$ cat config.mk
export PLATFORM = sky130hd
export DESIGN_NAME = usart_receive_status_port
export DESIGN_NICKNAME = d
export VERILOG_FILES = /design/src/usart_rsp_pkg.sv /design/src/usart_receive_status_port.sv /design/src/usart_rsp_fifo.sv /design/src/usart_rsp_core.sv
export SDC_FILE = /design/constraint.sdc
export NUM_CORES = 2
export LEC_CHECK = 0
export BUFFER_PORTS_ARGS = -buffer_cell sky130_fd_sc_hd__buf_4
export CORE_AREA = 5 5 535 537
export CTS_BUF_LIST = sky130_fd_sc_hd__clkbuf_8 sky130_fd_sc_hd__clkbuf_16
export DETAILED_ROUTE_END_ITERATION = 12
export DIE_AREA = 0 0 540 542
export SLEW_MARGIN = 40
export SYNTH_ARGS = -nofsm -noshare
export SYNTH_HDL_FRONTEND = slang
export SYNTH_SLANG_ARGS = --single-unit
$ cat constraint.sdc
create_clock -name i_clk -period 4.2 [get_ports i_clk]
set_clock_uncertainty 0.05 [all_clocks]
set_input_delay 0.21 -clock i_clk [delete_from_list [all_inputs] [get_ports i_clk]]
set_output_delay 0.21 -clock i_clk [all_outputs]
set_load 0.05 [all_outputs]
$ cat src/usart_rsp_pkg.sv
// ============================================================================
// usart_rsp_pkg
// Shared types and constants of the USART receive and status port.
// ============================================================================
package usart_rsp_pkg;

    localparam int DATA_W = 8;
    localparam int FUNC_W = 3;

    typedef enum logic [FUNC_W-1:0] {
        FN_DATA_WR = 3'd0,
        FN_DATA_RD = 3'd1,
        FN_CMD_WR  = 3'd2,
        FN_STAT_RD = 3'd3,
        FN_RX_BYTE = 3'd4,
        FN_TICK    = 3'd5
    } t_func;

    localparam int ST_TXRDY = 0;
    localparam int ST_RXRDY = 1;
    localparam int ST_TXE   = 2;
    localparam int ST_OE    = 4;
    localparam logic [DATA_W-1:0] ST_ERRS_MASK = 8'h38;
    localparam logic [DATA_W-1:0] STATUS_RST   = 8'h05;

    localparam int CMD_TXEN    = 0;
    localparam int CMD_RXEN    = 2;
    localparam int CMD_ERR_RST = 4;
    localparam int CMD_IRST    = 6;
    localparam int CMD_SYNC_SC = 7;

    localparam logic [DATA_W-1:0] RECV_DELAY_RST = 8'd8;
    localparam logic [DATA_W-1:0] HELD_RST       = 8'hff;

    typedef struct packed {
        logic empty;
        logic single;
        logic full;
    } t_fifo_flags;

endpackage

$ cat src/usart_receive_status_port.sv
// ============================================================================
// usart_receive_status_port
// Register model of a USART receive path and status port with a receive FIFO.
// ============================================================================
// Each input transfer carries one event: s_axis_tuser selects data write,
// data read, command write, status read, received line byte or timer tick,
// and s_axis_tdata carries the written byte or the received byte.
// Every input transfer yields exactly one output transfer, in order, with
// the read byte in bits 7:0 and the interrupt level after the event in bit 8.
// The receive delay register is written through i_cfg_we / i_cfg_wdata.
// An accepted transfer is held in an input register and processed from there
// into the result register, from which it leaves on the output channel. One
// transfer per cycle is sustained while the output side accepts; the FIFO
// head is kept in a registered read stage that always follows the read
// pointer, so a pop never waits on the memory. Reset returns the port to
// the cleared mode, status 0x05, receive delay 8 and an empty FIFO. While
// the output side stalls, the result register holds and one more transfer
// waits in the input register before s_axis_tready drops.
// ============================================================================
module usart_receive_status_port #(
    parameter int FIFO_DEPTH = 256
) (
    input  logic                             i_clk,
    input  logic                             i_rst_n,
    input  logic                             s_axis_tvalid,
    output logic                             s_axis_tready,
    input  logic [7:0]                       s_axis_tdata,  // value[7:0]
    input  logic [2:0]                       s_axis_tuser,  // func[2:0]
    output logic                             m_axis_tvalid,
    input  logic                             m_axis_tready,
    output logic [15:0]                      m_axis_tdata,  // read_data[7:0], irq_level[8]
    input  logic                             i_cfg_we,
    input  logic [usart_rsp_pkg::DATA_W-1:0] i_cfg_wdata
);
    import usart_rsp_pkg::*;

    logic              r_in_valid;
    logic [FUNC_W-1:0] r_in_func;
    logic [DATA_W-1:0] r_in_value;
    logic              r_out_valid;
    logic              w_advance;
    logic              w_push;
    logic              w_pop;
    t_fifo_flags       w_flags;
    logic [DATA_W-1:0] w_head;
    logic [DATA_W-1:0] w_read_data;
    logic              w_irq_level;

    assign w_advance     = r_in_valid && (!r_out_valid || m_axis_tready);
    assign s_axis_tready = !r_in_valid || w_advance;

    always_ff @(posedge i_clk) begin
        if (!i_rst_n) begin
            r_in_valid  <= 1'b0;
            r_out_valid <= 1'b0;
        end else begin
            if (s_axis_tready) begin
                r_in_valid <= s_axis_tvalid;
            end
            if (w_advance) begin
                r_out_valid <= 1'b1;
            end else if (m_axis_tready) begin
                r_out_valid <= 1'b0;
            end
        end
    end

    always_ff @(posedge i_clk) begin
        if (s_axis_tvalid && s_axis_tready) begin
            r_in_func  <= s_axis_tuser;
            r_in_value <= s_axis_tdata;
        end
    end

    usart_rsp_fifo #(
        .DEPTH (FIFO_DEPTH)
    ) u_fifo (
        .i_clk       (i_clk),
        .i_rst_n     (i_rst_n),
        .i_push      (w_push),
        .i_push_data (r_in_value),
        .i_pop       (w_pop),
        .o_flags     (w_flags),
        .o_head      (w_head)
    );

    usart_rsp_core u_core (
        .i_clk       (i_clk),
        .i_rst_n     (i_rst_n),
        .i_advance   (w_advance),
        .i_func      (r_in_func),
        .i_value     (r_in_value),
        .i_cfg_we    (i_cfg_we),
        .i_cfg_wdata (i_cfg_wdata),
        .i_flags     (w_flags),
        .i_head      (w_head),
        .o_push      (w_push),
        .o_pop       (w_pop),
        .o_read_data (w_read_data),
        .o_irq_level (w_irq_level)
    );

    assign m_axis_tvalid = r_out_valid;
    assign m_axis_tdata  = {7'd0, w_irq_level, w_read_data};

endmodule

$ cat src/usart_rsp_fifo.sv
// ============================================================================
// usart_rsp_fifo
// Receive FIFO with a registered head read that follows the read pointer.
// ============================================================================
module usart_rsp_fifo #(
    parameter int DEPTH = 256
) (
    input  logic                            i_clk,
    input  logic                            i_rst_n,
    input  logic                            i_push,
    input  logic [usart_rsp_pkg::DATA_W-1:0] i_push_data,
    input  logic                            i_pop,
    output usart_rsp_pkg::t_fifo_flags      o_flags,
    output logic [usart_rsp_pkg::DATA_W-1:0] o_head
);
    import usart_rsp_pkg::*;

    localparam int AW = (DEPTH > 1) ? $clog2(DEPTH) : 1;
    localparam int CW = $clog2(DEPTH + 1);

    logic [DATA_W-1:0] r_mem [DEPTH];
    logic [DATA_W-1:0] r_head;
    logic [AW-1:0]     r_wp;
    logic [AW-1:0]     r_rp;
    logic [CW-1:0]     r_count;
    logic [AW-1:0]     n_wp;
    logic [AW-1:0]     n_rp;
    logic [CW-1:0]     n_count;

    always_comb begin
        n_wp    = r_wp;
        n_rp    = r_rp;
        n_count = r_count;
        if (i_push) begin
            n_wp    = (r_wp == AW'(DEPTH - 1)) ? '0 : r_wp + 1'b1;
            n_count = r_count + 1'b1;
        end
        if (i_pop) begin
            n_rp    = (r_rp == AW'(DEPTH - 1)) ? '0 : r_rp + 1'b1;
            n_count = r_count - 1'b1;
        end
    end

    always_ff @(posedge i_clk) begin
        if (!i_rst_n) begin
            r_wp    <= '0;
            r_rp    <= '0;
            r_count <= '0;
        end else begin
            r_wp    <= n_wp;
            r_rp    <= n_rp;
            r_count <= n_count;
        end
    end

    // The head register always holds the entry at the read pointer, including
    // one written at the same edge.
    always_ff @(posedge i_clk) begin
        if (i_push) begin
            r_mem[r_wp] <= i_push_data;
        end
        if (i_push && (r_wp == n_rp)) begin
            r_head <= i_push_data;
        end else begin
            r_head <= r_mem[n_rp];
        end
    end

    assign o_flags.empty  = (r_count == '0);
    assign o_flags.single = (r_count == CW'(1));
    assign o_flags.full   = (r_count == CW'(DEPTH));
    assign o_head         = r_head;

    a_no_push_full: assert property (@(posedge i_clk) disable iff (!i_rst_n)
        !(i_push && o_flags.full))
        else $error("push into a full receive FIFO");

    a_no_pop_empty: assert property (@(posedge i_clk) disable iff (!i_rst_n)
        !(i_pop && o_flags.empty))
        else $error("pop from an empty receive FIFO");

    a_count_range: assert property (@(posedge i_clk) disable iff (!i_rst_n)
        r_count <= CW'(DEPTH))
        else $error("receive FIFO count beyond depth");

endmodule

$ cat src/usart_rsp_core.sv
// ============================================================================
// usart_rsp_core
// Mode sequencer, status flags, pop timer and result register.
// ============================================================================
module usart_rsp_core (
    input  logic                             i_clk,
    input  logic                             i_rst_n,
    input  logic                             i_advance,
    input  logic [usart_rsp_pkg::FUNC_W-1:0] i_func,
    input  logic [usart_rsp_pkg::DATA_W-1:0] i_value,
    input  logic                             i_cfg_we,
    input  logic [usart_rsp_pkg::DATA_W-1:0] i_cfg_wdata,
    input  usart_rsp_pkg::t_fifo_flags       i_flags,
    input  logic [usart_rsp_pkg::DATA_W-1:0] i_head,
    output logic                             o_push,
    output logic                             o_pop,
    output logic [usart_rsp_pkg::DATA_W-1:0] o_read_data,
    output logic                             o_irq_level
);
    import usart_rsp_pkg::*;

    typedef enum logic [2:0] {
        M_CLEARED = 3'd0,
        M_SYNC    = 3'd1,
        M_ASYNC   = 3'd2,
        M_SYNC1   = 3'd3,
        M_SYNC2   = 3'd4
    } t_mode;

    t_mode             r_mode,   n_mode;
    logic [DATA_W-1:0] r_status, n_status;
    logic              r_rx_en,  n_rx_en;
    logic              r_tx_en,  n_tx_en;
    logic [DATA_W-1:0] r_held,   n_held;
    logic [DATA_W-1:0] r_delay,  n_delay;
    logic              r_irq,    n_irq;
    logic [DATA_W-1:0] r_recv_delay;
    logic [DATA_W-1:0] r_rd,     n_rd;
    logic [DATA_W-1:0] w_arm;
    t_func             w_func;

    assign w_func = t_func'(i_func);
    assign w_arm  = (r_recv_delay == '0) ? DATA_W'(1) : r_recv_delay;

    always_comb begin
        n_mode   = r_mode;
        n_status = r_status;
        n_rx_en  = r_rx_en;
        n_tx_en  = r_tx_en;
        n_held   = r_held;
        n_delay  = r_delay;
        n_irq    = r_irq;
        n_rd     = '0;
        o_push   = 1'b0;
        o_pop    = 1'b0;
        if (i_advance) begin
            case (w_func)
                FN_DATA_WR: begin
                    if (r_status[ST_TXRDY]) begin
                        n_status[ST_TXE] = 1'b0;
                    end
                end
                FN_DATA_RD: begin
                    n_status[ST_RXRDY] = 1'b0;
                    n_irq              = 1'b0;
                    n_rd               = r_held;
                end
                FN_CMD_WR: begin
                    unique case (r_mode)
                        M_SYNC1: n_mode = M_SYNC2;
                        M_SYNC2: n_mode = M_SYNC;
                        M_ASYNC, M_SYNC: begin
                            if (i_value[CMD_IRST]) begin
                                n_mode = M_CLEARED;
                            end else begin
                                if (i_value[CMD_ERR_RST]) begin
                                    n_status = r_status & ~ST_ERRS_MASK;
                                end
                                n_rx_en = i_value[CMD_RXEN];
                                n_tx_en = i_value[CMD_TXEN];
                            end
                        end
                        default: begin
                            if (i_value[1:0] != 2'b00) begin
                                n_mode = M_ASYNC;
                            end else if (i_value[CMD_SYNC_SC]) begin
                                n_mode = M_SYNC2;
                            end else begin
                                n_mode = M_SYNC1;
                            end
                        end
                    endcase
                end
                FN_STAT_RD: begin
                    n_rd = r_status;
                    if (r_tx_en) begin
                        n_status[ST_TXE] = 1'b1;
                    end
                end
                FN_RX_BYTE: begin
                    if (!i_flags.full) begin
                        o_push = 1'b1;
                        if (i_flags.empty) begin
                            n_delay = w_arm;
                        end
                    end
                end
                FN_TICK: begin
                    if (r_delay != '0) begin
                        n_delay = r_delay - 1'b1;
                        if ((r_delay == DATA_W'(1)) && !i_flags.empty) begin
                            o_pop = 1'b1;
                            if (r_rx_en) begin
                                if (!r_status[ST_RXRDY]) begin
                                    n_status[ST_RXRDY] = 1'b1;
                                    n_held             = i_head;
                                    n_irq              = 1'b1;
                                end else begin
                                    n_status[ST_OE] = 1'b1;
                                end
                            end
                            if (!i_flags.single) begin
                                n_delay = w_arm;
                            end
                        end
                    end
                end
                default: ;
            endcase
        end
    end

    always_ff @(posedge i_clk) begin
        if (!i_rst_n) begin
            r_mode       <= M_CLEARED;
            r_status     <= STATUS_RST;
            r_rx_en      <= 1'b0;
            r_tx_en      <= 1'b0;
            r_held       <= HELD_RST;
            r_delay      <= '0;
            r_irq        <= 1'b0;
            r_recv_delay <= RECV_DELAY_RST;
        end else begin
            r_mode   <= n_mode;
            r_status <= n_status;
            r_rx_en  <= n_rx_en;
            r_tx_en  <= n_tx_en;
            r_held   <= n_held;
            r_delay  <= n_delay;
            r_irq    <= n_irq;
            if (i_cfg_we) begin
                r_recv_delay <= i_cfg_wdata;
            end
        end
    end

    always_ff @(posedge i_clk) begin
        if (i_advance) begin
            r_rd <= n_rd;
        end
    end

    assign o_read_data = r_rd;
    assign o_irq_level = r_irq;

    a_irq_tracks_rxrdy: assert property (@(posedge i_clk) disable iff (!i_rst_n)
        r_irq == r_status[ST_RXRDY])
        else $error("interrupt level differs from RXRDY");

    a_timer_armed: assert property (@(posedge i_clk) disable iff (!i_rst_n)
        !i_flags.empty |-> (r_delay != '0))
        else $error("bytes queued while the pop timer is idle");

    a_pop_on_tick: assert property (@(posedge i_clk) disable iff (!i_rst_n)
        o_pop |-> (i_advance && (w_func == FN_TICK)))
        else $error("FIFO pop outside a tick transfer");

endmodule

==> results.ini <==
[status]
status = finished, final reports clean

[floorplanning]
row_count = 195
core_area_um2 = 281000
die_h_um = 542
io_pins = 42
start_util = 0.298
dieWidth_um = 540
dieArea_um2 = 293000

[pwr]
vdd_drop_max_mv = 0.402
leakage_nw = 29.5
power_mw = 43.3
powerDensity_nw_per_um2 = 441

[placement]
dp_hpwl_um = 145000
placed_area_um2 = 90400
place.port_buffers = 34
dp_cells = 8217
routabilityCongestion = 0.863
place_ws_ns = 0.306

[worst_setup_path]
crit_chain = nor2b_1, nand2_1, buf_4, o22ai_1, nor4_1, buf_4, o22ai_1, o311a_1, o31ai_1
cp-end-kind = register
crit_type = register to register
worstPathMaxFanout = 35
cp.buffers_inverters = 2
critPathMaxStageDelay_ns = 0.83
start_kind = register
cp_data_required_time_ns = 4.87
slowest_stage = nor2b_1
critPathTopFamily = simple AND/OR/NAND/NOR gates
cp.arrival_ns = 4.54

[detailed_routing]
drt-total-wl_um = 235000
drt_iter0_drc = 5402
drc_errors = 0
first_pass_iters = 5
vias = 44800
via_per_inst = 5.16
ant_nets = 0
routedWlPerCell_um = 27.1

[sta]
rsz0062_at_grt = false
tightest_slew_ns = 1.00
setup_viol = 0
setup_tns_ns = 0
finalHoldViolCount = 0
period_needed_ns = 3.87
relSlewSlack = 0.330
slew_viol_final = 0
fin_ws_ns = 0.326
finalCritPeriodShare = 0.922
fin_hold_ws_ns = 0.185
max_freq_ghz = 0.258

[synthesis]
synth-edff-count = 2067
netlist_area_um2 = 83900
ys_top_cells_by_count = 2067 x edfxtp_1, 367 x mux4_2, 360 x nor2_1
avgSynthCellArea_um2 = 19.2
synth.ff_latch_count = 2135
ys_types = 76
yosysMostFrequentCell = edfxtp_1
async_reset_ff_frac = 0
synth_ff_type = edfxtp_1
synthCells = 4358
synth_top_area_frac = 0.740
ys_seq_area_frac = 0.756
synth_top_cell_by_area = edfxtp_1
yosysWarnings = 0
synth_area_leaders = edfxtp_1 74%, mux4_2 9.9%, mux2i_1 3.8%

[global_route]
grt_pass1_vias = 44500
antenna_found_initial = 4
track_usage = 0.157
grt_pass1_wl_um = 336000
grt_max_degree = 177
grt-ovfl-total = 0

[cts]
htreeDepth = 4
cts_made_buffers = 212
cts.sinks = 2135
clk_latency_ns = 0.86
cts-root-buf = clkbuf_16
post_cts_buffers = 0
clockBufferDepth = 3
cts_resized = 0
cts_hold_buf = 53
clkTransAtPathRegs_ns = 0.06
cts_tree = yes

[final_layout]
post-route-util = 0.349
area_growth_pct = 17.1
layout.nets = 4780
drive_above_1_share = 0.235
fin_area_um2 = 98200
fin_cells = 8675

[min_path]
worstHoldPathType = input pin to register

[job]
cap_violations = 0

[worst reg2reg max path: cells and delay by family (launching register included)]
family,cells,cell delay [ns]
simple gates,3,1.34
compound gates,4,1.14
flops,1,0.78
buf+inv,2,0.48
[layout make-up]
class	instances	area (µm²)
diodes	3	7.51
clock buffers	217	5390
well taps	3743	4680
repair buffers	434	4010
fillers	26000	183000
multi-input cells	1944	18800
flip-flops and latches	2135	63400
inverters	17	67.6
clock inverters	182	1790
[sequential cells by signal, indices dropped and copies added (netlist names), 3 cells and up, named ones only]
register / cells
r_in_func: 3
r_in_value: 8
u_core.o_read_data: 8
u_core.r_delay: 8
u_core.r_held: 8
u_core.r_mode: 3
u_core.r_recv_delay: 8
u_core.r_status: 3
u_fifo.r_count: 9
u_fifo.r_mem: 2048
u_fifo.r_rp: 8
u_fifo.r_wp: 8
[logic make-up (layout without fill, tap and decap cells)]
group / count (synthesis) / count (layout) / synth area share
AO/OA/AOI/OAI: 500 / 500 / 0.0406
adder cells (fa/ha/maj): 12 / 12 / 0.00179
XOR/XNOR: 15 / 15 / 0.00157
multiplexers: 710 / 710 / 0.140
flip-flops: 2135 / 2135 / 0.756
buffers and inverters: 285 / 850 / 0.0213
other: 1 / 10 / 0.0000447
AND/OR/NAND/NOR: 700 / 700 / 0.0379
[placed cells by master, fill, tap and decap left out, types with 10 or more instances in the layout]
cell	instances
edfxtp_1	2067
mux4_2	367
nor2_1	339
buf_4	330
mux2i_1	316
clkbuf_16	213
o22ai_1	131
nand2_1	92
a21oi_1	75
o221ai_1	75
o21ai_0	63
dfxtp_1	63
dlygate4sd3_1	53
inv_1	52
nor3_1	52
nand3_1	49
clkinv_2	48
buf_12	45
clkinv_1	40
a211oi_1	37
bufinv_16	28
mux2_2	25
nor2b_1	23
nor2_2	22
nor4_1	22
a22oi_1	18
and2_1	17
nand4_1	16
xnor2_1	12
or3_1	12
a2111oi_0	12
ha_1	12
a221oi_1	10
[power breakdown]
group	switching (mW)	total, mW	leakage (nW)	internal [mW]
combinational	0.456	0.575	6.73	0.118
sequential	0.0272	23.4	19.1	23.4
clock	8.27	19.3	3.66	11.1
[path summary, 6_finish.rpt]
check                  from                 end  slack, ns  depth (start not counted)
max                register    u_core.r_held[1]       0.33                          9
min                 i_rst_n  u_core.r_status[2]       0.18                          3
max reg2reg        register    u_core.r_held[1]       0.33                          9
min reg2reg  u_fifo.r_rp[7]            register       0.44                          1
[metal layers]
layer | vias up | track usage | routed length (µm)
met3 | 362 | 0.0349 | 19600
met5 | - | 0 | 23
li1 | 18700 | - | -
met2 | 2057 | 0.251 | 111000
met4 | 4 | 0.0596 | 9320
met1 | 23700 | 0.209 | 95200
No activity file was read; power rests on OpenSTA's default activity.
